### src/rtl/base64_stream_decoder_unit_assert.svh
// Assertion helpers shared by the decoder RTL.
// B64D_ASSERT_SAME: consequent checked in the same cycle as the antecedent.
// B64D_ASSERT_NEXT: consequent checked in the cycle after the antecedent.
`ifndef BASE64_STREAM_DECODER_UNIT_ASSERT_SVH
`define BASE64_STREAM_DECODER_UNIT_ASSERT_SVH

`ifndef NO_ASSERTIONS
`define B64D_ASSERT_SAME(label, clk, rst_n, ante, cons) \
    label: assert property (@(posedge clk) disable iff (!rst_n) (ante) |-> (cons)) \
        else $error("b64d assertion failed");
`define B64D_ASSERT_NEXT(label, clk, rst_n, ante, cons) \
    label: assert property (@(posedge clk) disable iff (!rst_n) (ante) |=> (cons)) \
        else $error("b64d assertion failed");
`else
`define B64D_ASSERT_SAME(label, clk, rst_n, ante, cons)
`define B64D_ASSERT_NEXT(label, clk, rst_n, ante, cons)
`endif

`endif

### src/rtl/b64d_pkg.sv
`timescale 1ns / 1ps

package b64d_pkg;

    // Result queue sizing
    localparam int RES_DEPTH = 8;
    localparam int RES_PTR_W = 3;
    localparam int MAX_RES   = 4;

    // Result codes
    localparam logic KIND_DATA      = 1'b0;
    localparam logic KIND_END       = 1'b1;
    localparam logic REASON_NORMAL  = 1'b0;
    localparam logic REASON_INVALID = 1'b1;

    localparam logic [15:0] CAP_RESET = 16'hFFFF;

    typedef enum logic [1:0] {
        SC_SYMBOL,
        SC_SPACE,
        SC_PAD,
        SC_BAD
    } t_sym_class;

    typedef struct packed {
        t_sym_class cls;
        logic [5:0] value;
    } t_sym;

    typedef struct packed {
        logic        item_kind;
        logic [7:0]  data_byte;
        logic [15:0] byte_total;
        logic        stop_reason;
        logic        is_last;
    } t_result;

    // Map one character to its 6-bit symbol or a class code
    function automatic t_sym classify(input logic [7:0] ch);
        t_sym s;
        s.cls   = SC_BAD;
        s.value = 6'd0;
        if (ch inside {["A":"Z"]}) begin
            s.cls   = SC_SYMBOL;
            s.value = 6'(ch - 8'd65);
        end else if (ch inside {["a":"z"]}) begin
            s.cls   = SC_SYMBOL;
            s.value = 6'(ch - 8'd71);
        end else if (ch inside {["0":"9"]}) begin
            s.cls   = SC_SYMBOL;
            s.value = 6'(ch + 8'd4);
        end else if (ch == "+") begin
            s.cls   = SC_SYMBOL;
            s.value = 6'd62;
        end else if (ch == "/") begin
            s.cls   = SC_SYMBOL;
            s.value = 6'd63;
        end else if (ch inside {8'h20, 8'h0D, 8'h0A, 8'h09}) begin
            s.cls = SC_SPACE;
        end else if (ch == "=") begin
            s.cls = SC_PAD;
        end
        return s;
    endfunction

endpackage

### src/rtl/b64d_if.sv
`timescale 1ns / 1ps

// Text character channel
interface b64d_text_if;
    logic       valid;
    logic       ready;
    logic [7:0] text_char;
    logic       text_end;

    modport source (output valid, output text_char, output text_end, input ready);
    modport sink   (input valid, input text_char, input text_end, output ready);
endinterface

// Capacity register write channel
interface b64d_cfg_if;
    logic        valid;
    logic        ready;
    logic [15:0] out_capacity;

    modport source (output valid, output out_capacity, input ready);
    modport sink   (input valid, input out_capacity, output ready);
endinterface

// Decoded result channel
interface b64d_result_if;
    logic        valid;
    logic        ready;
    logic        item_kind;
    logic [7:0]  data_byte;
    logic [15:0] byte_total;
    logic        stop_reason;
    logic        is_last;

    modport source (output valid, output item_kind, output data_byte, output byte_total,
                    output stop_reason, output is_last, input ready);
    modport sink   (input valid, input item_kind, input data_byte, input byte_total,
                    input stop_reason, input is_last, output ready);
endinterface

### src/rtl/b64d_result_fifo.sv
`timescale 1ns / 1ps
`include "base64_stream_decoder_unit_assert.svh"

module b64d_result_fifo (
    input  logic                  i_clk,
    input  logic                  i_rst_n,
    input  logic [2:0]            i_push_cnt,
    input  b64d_pkg::t_result     i_push_data [b64d_pkg::MAX_RES],
    input  logic                  i_pop,
    output logic                  o_valid,
    output logic                  o_room,
    output b64d_pkg::t_result     o_head
);
    import b64d_pkg::*;

    t_result                r_mem [RES_DEPTH];
    logic [RES_PTR_W-1:0]   r_wptr;
    logic [RES_PTR_W-1:0]   r_rptr;
    logic [RES_PTR_W:0]     r_count;

    // Up to MAX_RES entries written per cycle at consecutive slots
    always_ff @(posedge i_clk) begin
        for (int j = 0; j < MAX_RES; j++) begin
            if (3'(j) < i_push_cnt) begin
                r_mem[RES_PTR_W'(r_wptr + RES_PTR_W'(j))] <= i_push_data[j];
            end
        end
    end

    // Pointers and fill level
    always_ff @(posedge i_clk) begin
        if (!i_rst_n) begin
            r_wptr  <= '0;
            r_rptr  <= '0;
            r_count <= '0;
        end else begin
            r_wptr  <= RES_PTR_W'(r_wptr + RES_PTR_W'(i_push_cnt));
            if (i_pop) begin
                r_rptr <= RES_PTR_W'(r_rptr + 1'b1);
            end
            r_count <= (RES_PTR_W+1)'(r_count + (RES_PTR_W+1)'(i_push_cnt)
                                      - (RES_PTR_W+1)'(i_pop));
        end
    end

    assign o_valid = (r_count != '0);
    assign o_room  = (r_count <= (RES_PTR_W+1)'(RES_DEPTH - MAX_RES));
    assign o_head  = r_mem[r_rptr];

    `B64D_ASSERT_SAME(a_count_max, i_clk, i_rst_n, 1'b1, r_count <= (RES_PTR_W+1)'(RES_DEPTH))
    `B64D_ASSERT_SAME(a_pop_nonempty, i_clk, i_rst_n, i_pop, r_count != '0)
    `B64D_ASSERT_NEXT(a_count_track, i_clk, i_rst_n, !i_pop, r_count == (RES_PTR_W+1)'($past(r_count) + (RES_PTR_W+1)'($past(i_push_cnt))))

endmodule

### src/rtl/base64_stream_decoder_unit.sv
`timescale 1ns / 1ps
`include "base64_stream_decoder_unit_assert.svh"
// Streaming base64 decoder.
// i_text carries one character per transfer, with text_end on the last one.
// i_cfg writes the per-text output byte limit (reset value 65535); write it
// only while the decoder is idle. Its ready is always high.
// o_result carries one result per transfer: data bytes, then one end marker
// per text with the byte count and stop reason; is_last flags the final
// result produced by a character.
// A character is registered on transfer, then decoded from that register
// into an 8-entry result queue once four slots are free; its first result
// is then presented on o_result from the queue registers.
// Throughput: one character per cycle and one result per cycle. A character
// can produce up to four results, so decode waits while fewer than four queue
// slots are free; when the receiver stalls the queue fills and i_text.ready
// drops until space returns.
// Reset clears the decoder state and the queue and restores the byte limit.
module base64_stream_decoder_unit #(
    parameter int COUNT_BITS = 16
) (
    input  logic           i_clk,
    input  logic           i_rst_n,
    b64d_text_if.sink      i_text,
    b64d_cfg_if.sink       i_cfg,
    b64d_result_if.source  o_result
);
    import b64d_pkg::*;

    localparam int CW = (COUNT_BITS > 16) ? COUNT_BITS : 16;

    // Input register
    logic                  r_in_valid;
    logic [7:0]            r_in_char;
    logic                  r_in_end;

    // Decoder state
    logic [15:0]           r_out_capacity;
    logic [17:0]           r_hold;
    logic [1:0]            r_sym_count;
    logic [COUNT_BITS-1:0] r_bw;
    logic                  r_halted;
    logic                  r_pad_seen;

    logic [17:0]           n_hold;
    logic [1:0]            n_sym_count;
    logic [COUNT_BITS-1:0] n_bw;
    logic                  n_halted;
    logic                  n_pad_seen;

    logic                  w_room;
    logic                  w_fire;
    t_sym                  w_sym;
    logic [23:0]           w_group;
    logic [7:0]            w_cand [MAX_RES];
    logic [1:0]            w_n_cand;
    logic [CW:0]           w_lim;
    logic [CW:0]           w_bw_x;
    logic [2:0]            w_ok;
    logic [1:0]            w_emit;
    logic [CW-1:0]         w_total;
    logic [2:0]            w_n_res;
    t_result               w_res [MAX_RES];
    logic [2:0]            w_push_cnt;
    logic                  w_pop;
    t_result               w_head;
    logic                  w_q_valid;

    assign w_fire       = r_in_valid && w_room;
    assign i_text.ready = !r_in_valid || w_room;
    assign i_cfg.ready  = 1'b1;

    // Input capture
    always_ff @(posedge i_clk) begin
        if (!i_rst_n) begin
            r_in_valid <= 1'b0;
        end else if (i_text.valid && i_text.ready) begin
            r_in_valid <= 1'b1;
        end else if (w_fire) begin
            r_in_valid <= 1'b0;
        end
    end

    always_ff @(posedge i_clk) begin
        if (i_text.valid && i_text.ready) begin
            r_in_char <= i_text.text_char;
            r_in_end  <= i_text.text_end;
        end
    end

    // Capacity register
    always_ff @(posedge i_clk) begin
        if (!i_rst_n) begin
            r_out_capacity <= CAP_RESET;
        end else if (i_cfg.valid && i_cfg.ready) begin
            r_out_capacity <= i_cfg.out_capacity;
        end
    end

    // Symbol gathering and candidate bytes
    always_comb begin
        w_sym       = classify(r_in_char);
        w_group     = {r_hold, w_sym.value};
        n_hold      = r_hold;
        n_sym_count = r_sym_count;
        n_halted    = r_halted;
        n_pad_seen  = r_pad_seen;
        w_n_cand    = 2'd0;
        for (int j = 0; j < MAX_RES; j++) begin
            w_cand[j] = 8'd0;
        end

        if (!r_halted && !r_pad_seen) begin
            case (w_sym.cls)
                SC_SYMBOL: begin
                    if (r_sym_count == 2'd3) begin
                        w_cand[0]   = w_group[23:16];
                        w_cand[1]   = w_group[15:8];
                        w_cand[2]   = w_group[7:0];
                        w_n_cand    = 2'd3;
                        n_hold      = '0;
                        n_sym_count = 2'd0;
                    end else begin
                        n_hold      = {r_hold[11:0], w_sym.value};
                        n_sym_count = 2'(r_sym_count + 1'b1);
                    end
                end
                SC_PAD: begin
                    n_pad_seen = 1'b1;
                end
                SC_BAD: begin
                    n_halted    = 1'b1;
                    n_hold      = '0;
                    n_sym_count = 2'd0;
                end
                default: begin
                end
            endcase
        end

        // Flush of a partial group at text end
        if (r_in_end && !n_halted) begin
            case (n_sym_count)
                2'd2: begin
                    w_cand[0] = n_hold[11:4];
                    w_n_cand  = 2'd1;
                end
                2'd3: begin
                    w_cand[0] = n_hold[17:10];
                    w_cand[1] = n_hold[9:2];
                    w_n_cand  = 2'd2;
                end
                default: begin
                end
            endcase
        end
    end

    // Capacity check: byte i goes out while the count stays below the limit
    always_comb begin
        w_bw_x = (CW+1)'(r_bw);
        if ((CW+1)'(r_out_capacity) < (CW+1)'({COUNT_BITS{1'b1}})) begin
            w_lim = (CW+1)'(r_out_capacity);
        end else begin
            w_lim = (CW+1)'({COUNT_BITS{1'b1}});
        end
        for (int i = 0; i < 3; i++) begin
            w_ok[i] = ((CW+1)'(w_bw_x + (CW+1)'(i)) < w_lim) && (2'(i) < w_n_cand);
        end
        w_emit  = 2'(w_ok[0]) + 2'(w_ok[1]) + 2'(w_ok[2]);
        w_total = CW'(w_bw_x + (CW+1)'(w_emit));
        w_n_res = 3'(w_emit) + 3'(r_in_end);
    end

    // Result batch: bytes first, then the end marker
    always_comb begin
        for (int j = 0; j < MAX_RES; j++) begin
            w_res[j] = '0;
            if (3'(j) < 3'(w_emit)) begin
                w_res[j].item_kind = KIND_DATA;
                w_res[j].data_byte = w_cand[j];
            end else begin
                w_res[j].item_kind   = KIND_END;
                w_res[j].byte_total  = w_total[15:0];
                w_res[j].stop_reason = n_halted ? REASON_INVALID : REASON_NORMAL;
            end
            w_res[j].is_last = (3'(j) == 3'(w_n_res - 3'd1));
        end
        w_push_cnt = w_fire ? w_n_res : 3'd0;
        n_bw       = COUNT_BITS'(w_total);
    end

    // State update
    always_ff @(posedge i_clk) begin
        if (!i_rst_n) begin
            r_hold      <= '0;
            r_sym_count <= 2'd0;
            r_bw        <= '0;
            r_halted    <= 1'b0;
            r_pad_seen  <= 1'b0;
        end else if (w_fire) begin
            if (r_in_end) begin
                r_hold      <= '0;
                r_sym_count <= 2'd0;
                r_bw        <= '0;
                r_halted    <= 1'b0;
                r_pad_seen  <= 1'b0;
            end else begin
                r_hold      <= n_hold;
                r_sym_count <= n_sym_count;
                r_bw        <= n_bw;
                r_halted    <= n_halted;
                r_pad_seen  <= n_pad_seen;
            end
        end
    end

    // Result queue
    assign w_pop = w_q_valid && o_result.ready;

    b64d_result_fifo u_fifo (
        .i_clk       (i_clk),
        .i_rst_n     (i_rst_n),
        .i_push_cnt  (w_push_cnt),
        .i_push_data (w_res),
        .i_pop       (w_pop),
        .o_valid     (w_q_valid),
        .o_room      (w_room),
        .o_head      (w_head)
    );

    assign o_result.valid       = w_q_valid;
    assign o_result.item_kind   = w_head.item_kind;
    assign o_result.data_byte   = w_head.data_byte;
    assign o_result.byte_total  = w_head.byte_total;
    assign o_result.stop_reason = w_head.stop_reason;
    assign o_result.is_last     = w_head.is_last;

    `B64D_ASSERT_SAME(a_marker_last, i_clk, i_rst_n, o_result.valid && (o_result.item_kind == KIND_END), o_result.is_last)
    `B64D_ASSERT_NEXT(a_end_clears, i_clk, i_rst_n, w_fire && r_in_end, (r_bw == '0) && !r_halted && !r_pad_seen && (r_sym_count == 2'd0))
    `B64D_ASSERT_SAME(a_halt_empty, i_clk, i_rst_n, r_halted, r_sym_count == 2'd0)

endmodule

### src/flat_wrapper.sv
// flat-port wrapper written by rule: the top's interface ports become plain ports
module base64_stream_decoder_unit_flat import b64d_pkg::*;
#(
    parameter int COUNT_BITS = 16
)
  (i_clk, i_rst_n, i_text_valid, i_text_text_char, i_text_text_end, i_text_ready, i_cfg_valid, i_cfg_out_capacity, i_cfg_ready, o_result_valid, o_result_item_kind, o_result_data_byte, o_result_byte_total, o_result_stop_reason, o_result_is_last, o_result_ready);
  b64d_text_if i_text_i ();
  b64d_cfg_if i_cfg_i ();
  b64d_result_if o_result_i ();
  input  logic i_clk;
  input  logic i_rst_n;
  input wire logic [$bits(i_text_i.valid)-1:0] i_text_valid;
  input wire logic [$bits(i_text_i.text_char)-1:0] i_text_text_char;
  input wire logic [$bits(i_text_i.text_end)-1:0] i_text_text_end;
  output wire logic [$bits(i_text_i.ready)-1:0] i_text_ready;
  input wire logic [$bits(i_cfg_i.valid)-1:0] i_cfg_valid;
  input wire logic [$bits(i_cfg_i.out_capacity)-1:0] i_cfg_out_capacity;
  output wire logic [$bits(i_cfg_i.ready)-1:0] i_cfg_ready;
  output wire logic [$bits(o_result_i.valid)-1:0] o_result_valid;
  output wire logic [$bits(o_result_i.item_kind)-1:0] o_result_item_kind;
  output wire logic [$bits(o_result_i.data_byte)-1:0] o_result_data_byte;
  output wire logic [$bits(o_result_i.byte_total)-1:0] o_result_byte_total;
  output wire logic [$bits(o_result_i.stop_reason)-1:0] o_result_stop_reason;
  output wire logic [$bits(o_result_i.is_last)-1:0] o_result_is_last;
  input wire logic [$bits(o_result_i.ready)-1:0] o_result_ready;
  assign i_text_i.valid = i_text_valid;
  assign i_text_i.text_char = i_text_text_char;
  assign i_text_i.text_end = i_text_text_end;
  assign i_text_ready = i_text_i.ready;
  assign i_cfg_i.valid = i_cfg_valid;
  assign i_cfg_i.out_capacity = i_cfg_out_capacity;
  assign i_cfg_ready = i_cfg_i.ready;
  assign o_result_valid = o_result_i.valid;
  assign o_result_item_kind = o_result_i.item_kind;
  assign o_result_data_byte = o_result_i.data_byte;
  assign o_result_byte_total = o_result_i.byte_total;
  assign o_result_stop_reason = o_result_i.stop_reason;
  assign o_result_is_last = o_result_i.is_last;
  assign o_result_i.ready = o_result_ready;
  base64_stream_decoder_unit #(.COUNT_BITS(COUNT_BITS)) u_core (.i_clk(i_clk), .i_rst_n(i_rst_n), .i_text(i_text_i), .i_cfg(i_cfg_i), .o_result(o_result_i));
endmodule
### config.mk
export PLATFORM = sky130hd
export DESIGN_NAME = base64_stream_decoder_unit_flat
export DESIGN_NICKNAME = d
export VERILOG_FILES = /design/src/rtl/b64d_pkg.sv /design/src/rtl/b64d_if.sv /design/src/rtl/b64d_result_fifo.sv /design/src/rtl/base64_stream_decoder_unit.sv /design/src/flat_wrapper.sv
export VERILOG_INCLUDE_DIRS = /design/src /design/src/rtl
export SDC_FILE = /design/constraint.sdc
export NUM_CORES = 1
export LEC_CHECK = 0
export ABC_AREA = 1
export BUFFER_PORTS_ARGS = -buffer_cell sky130_fd_sc_hd__buf_2
export CAP_MARGIN = 20
export CELL_PAD_IN_SITES_DETAIL_PLACEMENT = 1
export CELL_PAD_IN_SITES_GLOBAL_PLACEMENT = 2
export CORE_AREA = 10 10 237 239
export CTS_BUF_LIST = sky130_fd_sc_hd__clkbuf_8
export DETAILED_ROUTE_END_ITERATION = 16
export DIE_AREA = 0 0 247 249
export PLACE_DENSITY = 0.87
export SLEW_MARGIN = 20
export SYNTH_ARGS = -nofsm -noshare
export SYNTH_HDL_FRONTEND = slang
export SYNTH_SLANG_ARGS = --single-unit
### constraint.sdc
create_clock -name i_clk -period 6.5 [get_ports i_clk]
set_clock_uncertainty 0.05 [all_clocks]
set_input_delay 0.65 -clock i_clk [delete_from_list [all_inputs] [get_ports i_clk]]
set_output_delay 0.65 -clock i_clk [all_outputs]
set_load 0.1 [all_outputs]
# After elaboration in Yosys (flattened, before gate mapping)
# Memories as Yosys holds them, arrays and structs flattened. A register that Yosys moved wholly into a read port is not among the register bits.
# Cells that the tools add are included.
dict set report word_totals {
  register_bits 74
  mem_bits_rw 216
  out_inout_bits 30
  elab_cells 152
  memories 1
}
# name depth width read_ports rd_ports_with_merged_regs wr line_no
set memory_table {}
lappend memory_table {u_core.u_fifo.r_mem 8 27 1 1 4 b64d_result_fifo.sv:16} ;# t_result r_mem [RES_DEPTH];
dict set report op_classes {
  n_addsub 18
  n_lt_le_gt_ge 21
  eq_ne 15
  muxes 58
  n_reduce_logical 26
}
# cell n
set ops {}
lappend ops {{24-bit 2-to-1 mux} 3}
lappend ops {{8-bit 2-to-1 mux} 8}
lappend ops {{18-bit 2-to-1 mux} 3}
lappend ops {{17-bit 2-to-1 mux} 3}
lappend ops {{16-bit 2-to-1 mux} 3}
lappend ops {{18-bit one-hot mux with 2 select lines} 1}
lappend ops {{17-bit by 16-bit less-than comparator with 1-bit output} 2}
lappend ops {{8-bit by 6-bit equality test with 1-bit output (second input constant)} 4}
lappend ops {{8-bit by 4-bit equality test with 1-bit output (second input constant)} 3}
lappend ops {{1-bit 2-to-1 mux} 21}
lappend ops {{2-bit 2-to-1 mux} 9}
lappend ops {{16-bit by 1-bit adder with 17-bit output (second input constant)} 1}
lappend ops {{16-bit by 2-bit adder with 17-bit output (second input constant)} 1}
lappend ops {{16-bit by 2-bit adder with 16-bit output} 1}
lappend ops {{8-bit by 7-bit >= comparator with 1-bit output (second input constant)} 2}
lappend ops {{8-bit by 7-bit less-or-equal comparator with 1-bit output (second input constant)} 2}
lappend ops {{16-bit less-than comparator} 1}
lappend ops {{16-bit less-than comparator (second input constant)} 1}
lappend ops {{8-bit one-hot mux with 2 select lines} 1}
lappend ops {{1-bit logical AND} 11}
lappend ops {{2-bit equality test (second input constant)} 5}
lappend ops {{3-bit 2-to-1 mux} 3}
lappend ops {{8-bit by 6-bit >= comparator with 1-bit output (second input constant)} 1}
lappend ops {{8-bit by 6-bit less-or-equal comparator with 1-bit output (second input constant)} 1}
lappend ops {{30 further kinds} 47}

# Depth between registers and ports, before layout
# Gate-level depths: netlist of run 1.
dict set report logic_depth {
  depth_word 23
  mapped_depth 40
  mapped_depth_nobuf 39
}

# By module
# Synthesis of run 1 repeated with hierarchy kept, for this count alone.
dict set report unflattened {
  hier_cells 3590
  hier_area_um2 23562.6
}
# mod n_inst cells_each area_per_inst_um2
set modules_own_cells {}
lappend modules_own_cells {b64d_result_fifo 1 2657 17538.1}
lappend modules_own_cells {base64_stream_decoder_unit 1 933 6024.5}

# Worst setup path after synthesis of run 1
# OpenSTA, ideal clock, no wires.
dict set report synth_timing {
  path_type {reg2reg}
  startpoint {reg u_core.r_in_char[2]}
  endpoint {mem u_core.u_fifo.r_mem[1][0] (netlist name), enable pin}
  arrival_time_ns 5.414
  required_time_ns 6.077
  slack_ns 0.664
  path_stages_with_launch 38
  n_path_buf 3
  cell_sequence {edfxtp_1 -> buf_6 -> inv_1 -> ha_1 -> nand2_1 -> nand3_1 -> nand2_1 -> inv_1 -> nand2_1 -> nand2_1 -> nand2_1 -> nor3b_1 -> inv_1 -> ha_1 -> inv_1 -> nand3_1 -> inv_1 -> nand2_1 -> (+2 left out) -> nor2_4 -> nand2_2 -> buf_6 -> inv_2 -> o21ai_0 -> a21oi_1 -> fa_1 -> ha_1 -> ha_1 -> nand2_1 -> a21oi_4 -> inv_6 -> nor2_4 -> nor2_1 -> nand2_2 -> buf_2 -> nor2_1 -> inv_1}
}
# item line_no
set synth_rtl {}
lappend synth_rtl {{from (decl)} base64_stream_decoder_unit.sv:33} ;# logic [7:0] r_in_char;
lappend synth_rtl {{from (signal assigned)} base64_stream_decoder_unit.sv:85} ;# r_in_char <= i_text.text_char;
lappend synth_rtl {{to (decl)} b64d_result_fifo.sv:16}

==> results of run 1 <==
-- worst max-delay path by stage --
stage                        start                          to  depth (start not counted)
2_1_floorplan  u_core.r_in_char[2]   u_core.u_fifo.r_mem[1][0]                         37
6_report            u_core.r_bw[2]  u_core.u_fifo.r_mem[3][15]                         27
4_1_cts        u_core.r_in_char[2]  u_core.u_fifo.r_mem[5][14]                         32
5_1_grt        u_core.r_in_char[3]  u_core.u_fifo.r_mem[3][15]                         38
3_3_place_gp   u_core.r_in_char[2]   u_core.u_fifo.r_mem[5][2]                         32
3_5_place_dp   u_core.r_in_char[2]   u_core.u_fifo.r_mem[5][4]                         32
-- power groups by stage --
stage          Combinational (mW)  Clock [mW]  Sequential (mW)
6_report                     2.20        1.86             2.16
5_1_grt                      2.36        1.98             2.18
3_5_place_dp                 2.19           0             2.20
4_1_cts                      2.20        1.90             2.16
3_3_place_gp                 2.15           0             2.19
2_1_floorplan                1.69           0             2.14
-- cells in the mapped netlist, types with 11 or more instances --
cell type	instances
inv_1	193
buf_6	11
nand4_1	14
inv_2	33
dfxtp_1	140
nor3_1	21
o22ai_1	45
nor2_1	454
o21ai_1	35
o211ai_1	12
buf_2	20
nor2_2	17
nand3_1	68
xor2_1	37
nand2_2	22
nand2_1	314
a31oi_1	29
clkbuf_1	58
o21ai_0	242
ha_1	74
o221ai_1	12
a211oi_1	15
a21oi_1	161
nor2_4	11
edfxtp_1	153
-- cells by family (layout without fill, tap and decap cells) --
| kind of cell | after synthesis | count (layout) | synth area share (%) |
|---|---|---|---|
| simple gates | 939 | 939 | 22.5 |
| compound gates | 605 | 605 | 20.0 |
| buf+inv | 339 | 491 | 8.03 |
| flops | 293 | 293 | 41.5 |
| fa+ha+maj | 78 | 78 | 5.65 |
| xor+xnor | 46 | 46 | 2.26 |
| other cells | 1 | 2 | 0.0210 |
| mux | 1 | 1 | 0.0562 |
-- through the flow --
step	area, µm²	TNS, ns	hold WS, ns
6_report	20500	0	0.0990
3_5_place_dp	19000	0	0.400
4_1_cts	20100	0	0.0549
3_3_place_gp	19000	0	0.391
5_1_grt	20500	-0.103	0.0690
2_1_floorplan	17800	0	0.371
-- critical path, stage by stage (launching register included) --
cell	delay [ns]
dfxtp_1	0.52
nand2_1	0.24
nor2_1	0.30
nand2_1	0.22
nor2_1	0.21
xor2_1	0.10
ha_1	0.33
nand4_1	0.13
nor4_1	0.35
nor2_1	0.10
o21ai_0	0.37
nand3_1	0.12
nand2_1	0.10
a21oi_1	0.08
fa_1	0.59
buf_6	0.19
ha_1	0.20
nand2_1	0.06
inv_1	0.05
o21ai_1	0.09
nor2_2	0.19
nand3_1	0.12
nand2_2	0.26
inv_1	0.13
nand2_2	0.23
a211oi_1	0.08
o21ai_0	0.23
o21ai_0	0.17
-- layout make-up --
type / count / share of cell area [%]
clock buffer: 65 / 4.35
timing repair buffer: 155 / 5.53
antenna: 1 / 0.0122
sequential: 293 / 36.0
inverter: 234 / 4.50
tap: 680 / 4.14
multi-input combinational: 1670 / 44.3
clock inverter: 37 / 1.10
-- routing by layer --
layer,up-vias,part of all wire (%)
met5,-,0
met4,0,3.2
met3,134,6.2
met2,516,48
met1,8458,43
li1,7982,-
-- sequential cells by signal, indices dropped and copies added, names as in the netlist, named ones only --
register and count:
u_core.u_fifo.r_count 4, u_core.u_fifo.r_rptr 3, u_core.r_in_valid 1, u_core.u_fifo.r_mem 216
u_core.u_fifo.r_wptr 3, u_core.r_out_capacity 16, u_core.r_bw 16, u_core.r_halted 1
u_core.r_in_end 1, u_core.r_hold 18, u_core.r_sym_count 2, u_core.r_in_char 8
u_core.r_pad_seen 1
-- timing repair --
item	CTS	global route
setup buffers	0	18
hold endpoints to repair	0	0
hold buffers	0	0
gates resized for setup	0	47
setup endpoints to repair	0	352
==> results_dict.tcl, run 1 <==
set metrics [dict create \
    initial_core_util_pct 34.8 \
    rows 83 \
    p_sw_share_pct 43.5 \
    hold_path_depth 1 \
    met1_usage_pct 27.3 \
    drc 0 \
    hold_viol 0 \
    crit-reg2reg-launch "u_core.r_bw[2]" \
    route.vias.total 17090 \
    worstPathMaxFanout 11 \
    worstHoldPathType "in2reg" \
    place_congestion 0.961 \
    finalCritPeriodShare_pct 94.0 \
    netlist_instances 2302 \
    gr-total-overflow 0 \
    die_area_mm2 0.0615 \
    placed_cells 3013 \
    wl_per_cell_um 21.7 \
    cts_sinks 293 \
    die_y_um 249 \
    core_area_mm2 0.0512 \
    setup_viol 0 \
    ys_seq_area_share_pct 41.5 \
    final_cell_mix "447 x nor2_1, 312 x nand2_1, 241 x o21ai_0" \
    status "finished clean" \
    grt_usage_pct 21.5 \
    synth_edf_count 153 \
    ys_ff_latch 293 \
    io_buffers 58 \
    power.switching_mw 2.71 \
    r2r_end "u_core.u_fifo.r_mem[3][15]" \
    reg2reg_slack_ns 0.39 \
    ioPinCount 60 \
    drv_slew 0 \
    pwr-share-clk_pct 29.9 \
    cap_violations 0 \
    end_kind "flop" \
    design_power_total_mw 6.23 \
    fillers 6236 \
    met2_usage_pct 35.6 \
    power_frac_seq_pct 34.7 \
    grt_pass1_vias 17657 \
    dpl.hpwl_mm 48.3 \
    tightest_slew_ns 0.854 \
    stdcell_count 3135 \
    arrival_ns 6.47 \
    area_delta_synth_final_pct 15.3 \
    regArea_mm2 0.00740 \
    synth_top_area_share_pct 25.8 \
    fmax_mhz 164 \
    multiInputGateArea_mm2 0.00911 \
    worst_slack_ns 0.388 \
    drive_gt1_share_pct 15.9 \
    dp_slack_ns 0.0606 \
    synth.cell_area_mm2 0.0178 \
    synth.area.top_cells "edfxtp_1 26%, dfxtp_1 16%, nor2_1 9.6%, o21ai_0 6.8%, nand2_1 6.6%" \
    utilization_pct 40.1 \
    synthFlopType "edfxtp_1" \
    crit_type "reg2reg" \
    synth_largest_area_cell "edfxtp_1" \
    hold-path-endpoint "u_core.r_in_char[6]" \
    cts.path.max_buffers 3 \
    grt_pass1_wl_mm 104 \
    dr.pass1.iters 5 \
    ant_nets 0 \
    worstPathRequired_ns 6.85 \
    synth.net_count 2410 \
    wirelength_mm 67.9 \
    die_w_um 247 \
    yosys.cell_types.count 63 \
    cts_max_level 2 \
    drtIter0Drc 1272 \
    synthArstFlopShare_pct 0 \
    grt.busiest_layer "met2" \
    comb_power_share_pct 35.3 \
    startpoint_type "flop" \
    p_per_area_mw_per_mm2 303 \
    final_common_cell "nor2_1" \
    via_per_inst 5.45 \
    worstHoldStart "i_text_text_char[6]" \
    cts-root-buf "clkbuf_8" \
    postSynthAreaPerCell_um2 7.74 \
    use_met3_pct 3.95 \
    final_net_count 2518 \
    intPower_mw 3.52 \
    min_period_ns 6.11 \
    reg2reg_depth 27 \
    peakVddDrop_mv 0.237 \
    cts_tree "yes" \
    ys_warn_count 0 \
    antenna_found_initial 1 \
    clock_latency_ns 0.68 \
    grt_max_degree 57 \
    clk_pin_slew_ns 0.07 \
    relSlewSlack_pct 42.7 \
    cellLeakagePower_nw 8.69 \
    numCtsBuffers 56 \
]
Power figures use the tool's default switching activity.
==> run 2, diff against run 1 <==
--- a/config.mk
+++ b/config.mk
@@ -13,6 +13,7 @@
 export CELL_PAD_IN_SITES_GLOBAL_PLACEMENT = 2
 export CORE_AREA = 10 10 237 239
 export CTS_BUF_LIST = sky130_fd_sc_hd__clkbuf_8
+export CTS_CLUSTER_SIZE = 16
 export DETAILED_ROUTE_END_ITERATION = 16
 export DIE_AREA = 0 0 247 249
 export PLACE_DENSITY = 0.87
==> constraint.sdc (replaced) <==
create_clock -name i_clk -period 7.9 [get_ports i_clk]
set_clock_uncertainty 0.05 [all_clocks]
set_input_delay 0.79 -clock i_clk [delete_from_list [all_inputs] [get_ports i_clk]]
set_output_delay 0.79 -clock i_clk [all_outputs]
set_load 0.1 [all_outputs]
==> results_dict.tcl, run 2 (synthesized netlist as in run 1, its figures left out) <==
set metrics [dict create \
    cellLeakagePower_nw 8.35 \
    drv_slew 0 \
    grt_usage_pct 20.5 \
    antenna_found_initial 0 \
    worst_slack_ns 0.626 \
    drive_gt1_share_pct 12.2 \
    crit-reg2reg-launch "u_core.r_in_char[2]" \
    via_per_inst 5.44 \
    clock_latency_ns 0.68 \
    diodes 0 \
    worstHoldPathType "in2reg" \
    setup_viol 0 \
    r2r_end "u_core.u_fifo.r_mem[6][15]" \
    largest_register_ffs 216 \
    hold_viol 0 \
    rows 83 \
    final_common_cell "nor2_1" \
    worstPathRequired_ns 8.14 \
    cpMaxStageDelayCell "inv_1" \
    final_net_count 2437 \
    reg_top3 "u_core.u_fifo.r_mem (216), u_core.r_hold (18)" \
    cpPeakStageDelay_ns 0.60 \
    drtIter0Drc 1246 \
    relSlewSlack_pct 26.5 \
    core_area_mm2 0.0512 \
    cpMostUsedCell "nand2_1" \
    end_kind "flop" \
    startpoint "u_core.r_in_char[2]" \
    tightest_slew_ns 1.10 \
    clk_pin_slew_ns 0.06 \
    numCtsBuffers 53 \
    fmax_mhz 137 \
    gr-total-overflow 0 \
    cts_max_level 2 \
    grt_pass1_vias 17070 \
    min_period_ns 7.27 \
    peakVddDrop_mv 0.237 \
    die_w_um 247 \
    design_power_total_mw 5.20 \
    wl_per_cell_um 21.1 \
    finalCritPeriodShare_pct 92.1 \
    rsz0062_at_grt "no" \
    io_buffers 58 \
    area_delta_synth_final_pct 11.1 \
    dr.pass1.iters 5 \
    startpoint_type "flop" \
    die_y_um 249 \
    initial_core_util_pct 34.8 \
    endpoint "u_core.u_fifo.r_mem[6][15]" \
    finalSetupTns_ns 0 \
    final_cell_mix "454 x nor2_1, 314 x nand2_1, 242 x o21ai_0" \
    place_congestion 0.937 \
    ioPinCount 60 \
    reg2reg_depth 34 \
    cts_sinks 293 \
    top_register "u_core.u_fifo.r_mem" \
    arrival_ns 7.51 \
    worstPathMaxFanout 18 \
    cts_tree "yes" \
    dp_slack_ns 0.632 \
    cap_violations 0 \
    p_per_area_mw_per_mm2 263 \
    status "finished clean" \
    reg2reg_slack_ns 0.63 \
    wirelength_mm 64.5 \
    drc 0 \
    cts.path.max_buffers 3 \
    ant_nets 0 \
    holdWs_ns 0.246 \
    dpl.hpwl_mm 47.3 \
    cts-root-buf "clkbuf_8" \
    grt_pass1_wl_mm 100 \
    route.vias.total 16618 \
    grt_max_degree 86 \
    crit_type "reg2reg" \
    die_area_mm2 0.0615 \
]
==> run 2: what timing repair did <==
item                                    CTS  global route
hold buffers                              0             0
endpoints found under the setup margin    0            34
setup buffers                             0             1
resized for setup                         0             2
==> run 2: through the flow <==
step                      util [%]  std cells  instance area, µm²
after floorplan                  -       2302               17800
after global placement        36.3       2953               18600
after detailed placement      36.3       2953               18600
after CTS                     38.6       3053               19800
after global routing          38.7       3054               19800
final                         38.7       3054               19800
==> run 2: layer usage <==
metal  vias up  GRT usage (%)  share of wire (%)
li1       7831              -                  -
met3       105           3.42                5.5
met2       457           33.7                 47
met1      8225           27.3                 45
met4         0           5.64                2.4
met5         -              0                  0
==> run 2: critical path, delay by kind of cell, from the launching register on <==
| family | cells | cell delay, ns |
|---|---|---|
| simple gates | 17 | 2.43 |
| compound gates | 3 | 0.56 |
| fa+ha+maj | 5 | 1.71 |
| flops | 1 | 0.56 |
| buf+inv | 9 | 1.57 |
==> run 2: area by class of cell <==
cell class | count | area (µm²)
Clock buffer | 68 | 936
Clock inverter | 32 | 265
Sequential cell | 293 | 7400
Fill cell | 6282 | 31400
Inverter | 234 | 898
Tap cell | 680 | 851
Multi-Input combinational cell | 1670 | 9010
Timing Repair Buffer | 77 | 445
==> run 2: power breakdown <==
group | switching [mW] | leakage [nW] | internal, mW
clock network | 0.721 | 0.683 | 0.913
logic | 1.43 | 5.12 | 0.357
registers | 0.0806 | 2.55 | 1.70
==> run 2: worst min path at each step <==
| stage | startpoint | to | depth (start not counted) |
|---|---|---|---|
| 6_report | i_text_text_char[6] | u_core.r_in_char[6] | 1 |
| 2_1_floorplan | u_core.u_fifo.r_mem[5][19] | u_core.u_fifo.r_mem[5][19] | 2 |
| 5_1_grt | i_text_text_char[3] | u_core.r_in_char[3] | 1 |
| 3_5_place_dp | u_core.u_fifo.r_mem[5][19] | u_core.u_fifo.r_mem[5][19] | 2 |
| 4_1_cts | i_text_text_char[2] | u_core.r_in_char[2] | 1 |
| 3_3_place_gp | u_core.u_fifo.r_mem[5][19] | u_core.u_fifo.r_mem[5][19] | 2 |
==> run 3, diff against run 2 <==
--- a/config.mk
+++ b/config.mk
@@ -16,7 +16,7 @@
 export CTS_CLUSTER_SIZE = 16
 export DETAILED_ROUTE_END_ITERATION = 16
 export DIE_AREA = 0 0 247 249
-export PLACE_DENSITY = 0.87
+export PLACE_DENSITY = 0.76
 export SLEW_MARGIN = 20
 export SYNTH_ARGS = -nofsm -noshare
 export SYNTH_HDL_FRONTEND = slang
==> results_dict.tcl, run 3 (synthesized netlist as in run 1, its figures left out) <==
set metrics [dict create \
    via_per_inst 5.38 \
    placed_cells 2965 \
    top_register "u_core.u_fifo.r_mem" \
    antenna_found_initial 1 \
    ioPinCount 60 \
    crit-reg2reg-launch "u_core.r_in_char[0]" \
    cts_sinks 293 \
    worstHoldPathType "in2reg" \
    largest_register_ffs 216 \
    met1_usage_pct 28.4 \
    hold_viol 0 \
    worstHoldStart "i_text_text_char[0]" \
    core_area_mm2 0.0512 \
    grt_max_degree 109 \
    initial_core_util_pct 34.8 \
    cts-root-buf "clkbuf_8" \
    clk_pin_slew_ns 0.07 \
    clock_latency_ns 0.69 \
    peakVddDrop_mv 0.170 \
    cpMaxStageDelayCell "inv_1" \
    wl_per_cell_um 21.6 \
    worstPathRequired_ns 8.17 \
    r2r_end "u_core.u_fifo.r_mem[3][13]" \
    worstPathMaxFanout 18 \
    cpPeakStageDelay_ns 0.59 \
    hold_path_depth 1 \
    post_cts_buffers 0 \
    die_area_mm2 0.0615 \
    startpoint_type "flop" \
    min_period_ns 7.18 \
    regArea_mm2 0.00740 \
    finalSetupTns_ns 0 \
    finalCritPeriodShare_pct 90.9 \
    dpl.hpwl_mm 47.1 \
    cts_resized 0 \
    final_common_cell "nor2_1" \
    relSlewSlack_pct 20.7 \
    reg2reg_slack_ns 0.72 \
    dr.pass1.iters 5 \
    grt.busiest_layer "met2" \
    final_area_mm2 0.0198 \
    numCtsBuffers 55 \
    final_net_count 2450 \
    cpMostUsedCell "nand2_1" \
    grt_usage_pct 21.1 \
    setup_viol 0 \
    die_y_um 249 \
    cap_violations 0 \
    drc 0 \
    drv_slew 0 \
    io_buffers 58 \
    drive_gt1_share_pct 12.2 \
    grt_pass1_vias 17023 \
    end_kind "flop" \
    rows 83 \
    cts.path.max_buffers 3 \
    met2_usage_pct 34.5 \
    tightest_slew_ns 1.19 \
    reg2reg_depth 34 \
    route.vias.total 16516 \
    cts_max_level 2 \
    place_congestion 0.893 \
    use_met3_pct 3.04 \
    grt_pass1_wl_mm 102 \
    ant_nets 0 \
    wirelength_mm 66.3 \
    p_per_area_mw_per_mm2 256 \
    fmax_mhz 139 \
    placed_area_mm2 0.0187 \
    area_delta_synth_final_pct 11.0 \
    cts_hold_buf 0 \
    multiInputGateArea_mm2 0.00900 \
    cellLeakagePower_nw 8.42 \
    arrival_ns 7.45 \
    fillers 6292 \
    stdcell_count 3069 \
    rsz0062_at_grt "no" \
    drtIter0Drc 1092 \
    hold-path-endpoint "u_core.r_in_char[0]" \
    gr-total-overflow 0 \
    reg_top3 "u_core.u_fifo.r_mem (216), u_core.r_hold (18)" \
    cts_tree "yes" \
    crit_type "reg2reg" \
    die_w_um 247 \
    final_cell_mix "454 x nor2_1, 314 x nand2_1, 242 x o21ai_0" \
    status "finished clean" \
]
-- run 3: changes by cell type in the layout (fill, tap and decap cells not counted), sizes merged --
cell / before / now
bufinv: 4 / 1
buf: 77 / 88
clkinvlp: 1 / 0
diode: 0 / 1
inv: 249 / 262
clkbuf: 68 / 65
clkinv: 12 / 9
-- run 3: where the power goes --
group	internal (mW)	switching, mW
combinational	0.360	1.39
sequential	1.70	0.0940
clock	0.791	0.725
-- run 3: metal layers --
metal	up-vias	wire length (µm)
met5	-	0
met4	0	1480
met3	93	3080
met2	393	31000
met1	8178	30700
li1	7852	-
-- run 3: critical path, delay by kind of cell (launching register included) --
family / cells / cell delay (ns)
adder cells (fa/ha/maj): 5 / 1.69
buffers and inverters: 9 / 1.62
AND/OR/NAND/NOR: 17 / 2.39
flip-flops: 1 / 0.47
AO/OA/AOI/OAI: 3 / 0.56
-- run 3: cell type report --
cell class | instances | share of cell area, %
multi-input combinational | 1670 | 45.5
sequential | 293 | 37.4
clock buffer | 65 | 4.52
inverter | 234 | 4.52
tap | 680 | 4.30
timing repair buffer | 88 | 2.63
clock inverter | 38 | 1.11
antenna | 1 | 0.0127
-- run 3: how the worst max path moves through the flow --
stage,to,slack [ns],from
2_1_floorplan,u_core.u_fifo.r_mem[1][0],2.06,u_core.r_in_char[2]
3_3_place_gp,u_core.u_fifo.r_mem[3][12],0.94,u_core.r_in_char[2]
3_5_place_dp,u_core.u_fifo.r_mem[3][12],0.67,u_core.r_in_char[2]
4_1_cts,u_core.u_fifo.r_mem[3][10],0.68,u_core.r_in_char[2]
5_1_grt,u_core.u_fifo.r_mem[3][8],0.02,u_core.r_in_char[2]
6_report,u_core.u_fifo.r_mem[3][13],0.72,u_core.r_in_char[0]
-- run 3: metrics by stage --
stage / total power, mW / hold WS (ns) / setup slack, ns / utilization [%]
floorplan: 3.15 / 0.371 / 2.06 / -
global placement: 3.57 / 0.388 / 0.942 / 36.4
detailed placement: 3.59 / 0.403 / 0.671 / 36.4
CTS: 5.12 / 0.170 / 0.682 / 38.6
global route: 5.32 / 0.197 / 0.0178 / 38.6
finish: 5.06 / 0.225 / 0.722 / 38.6
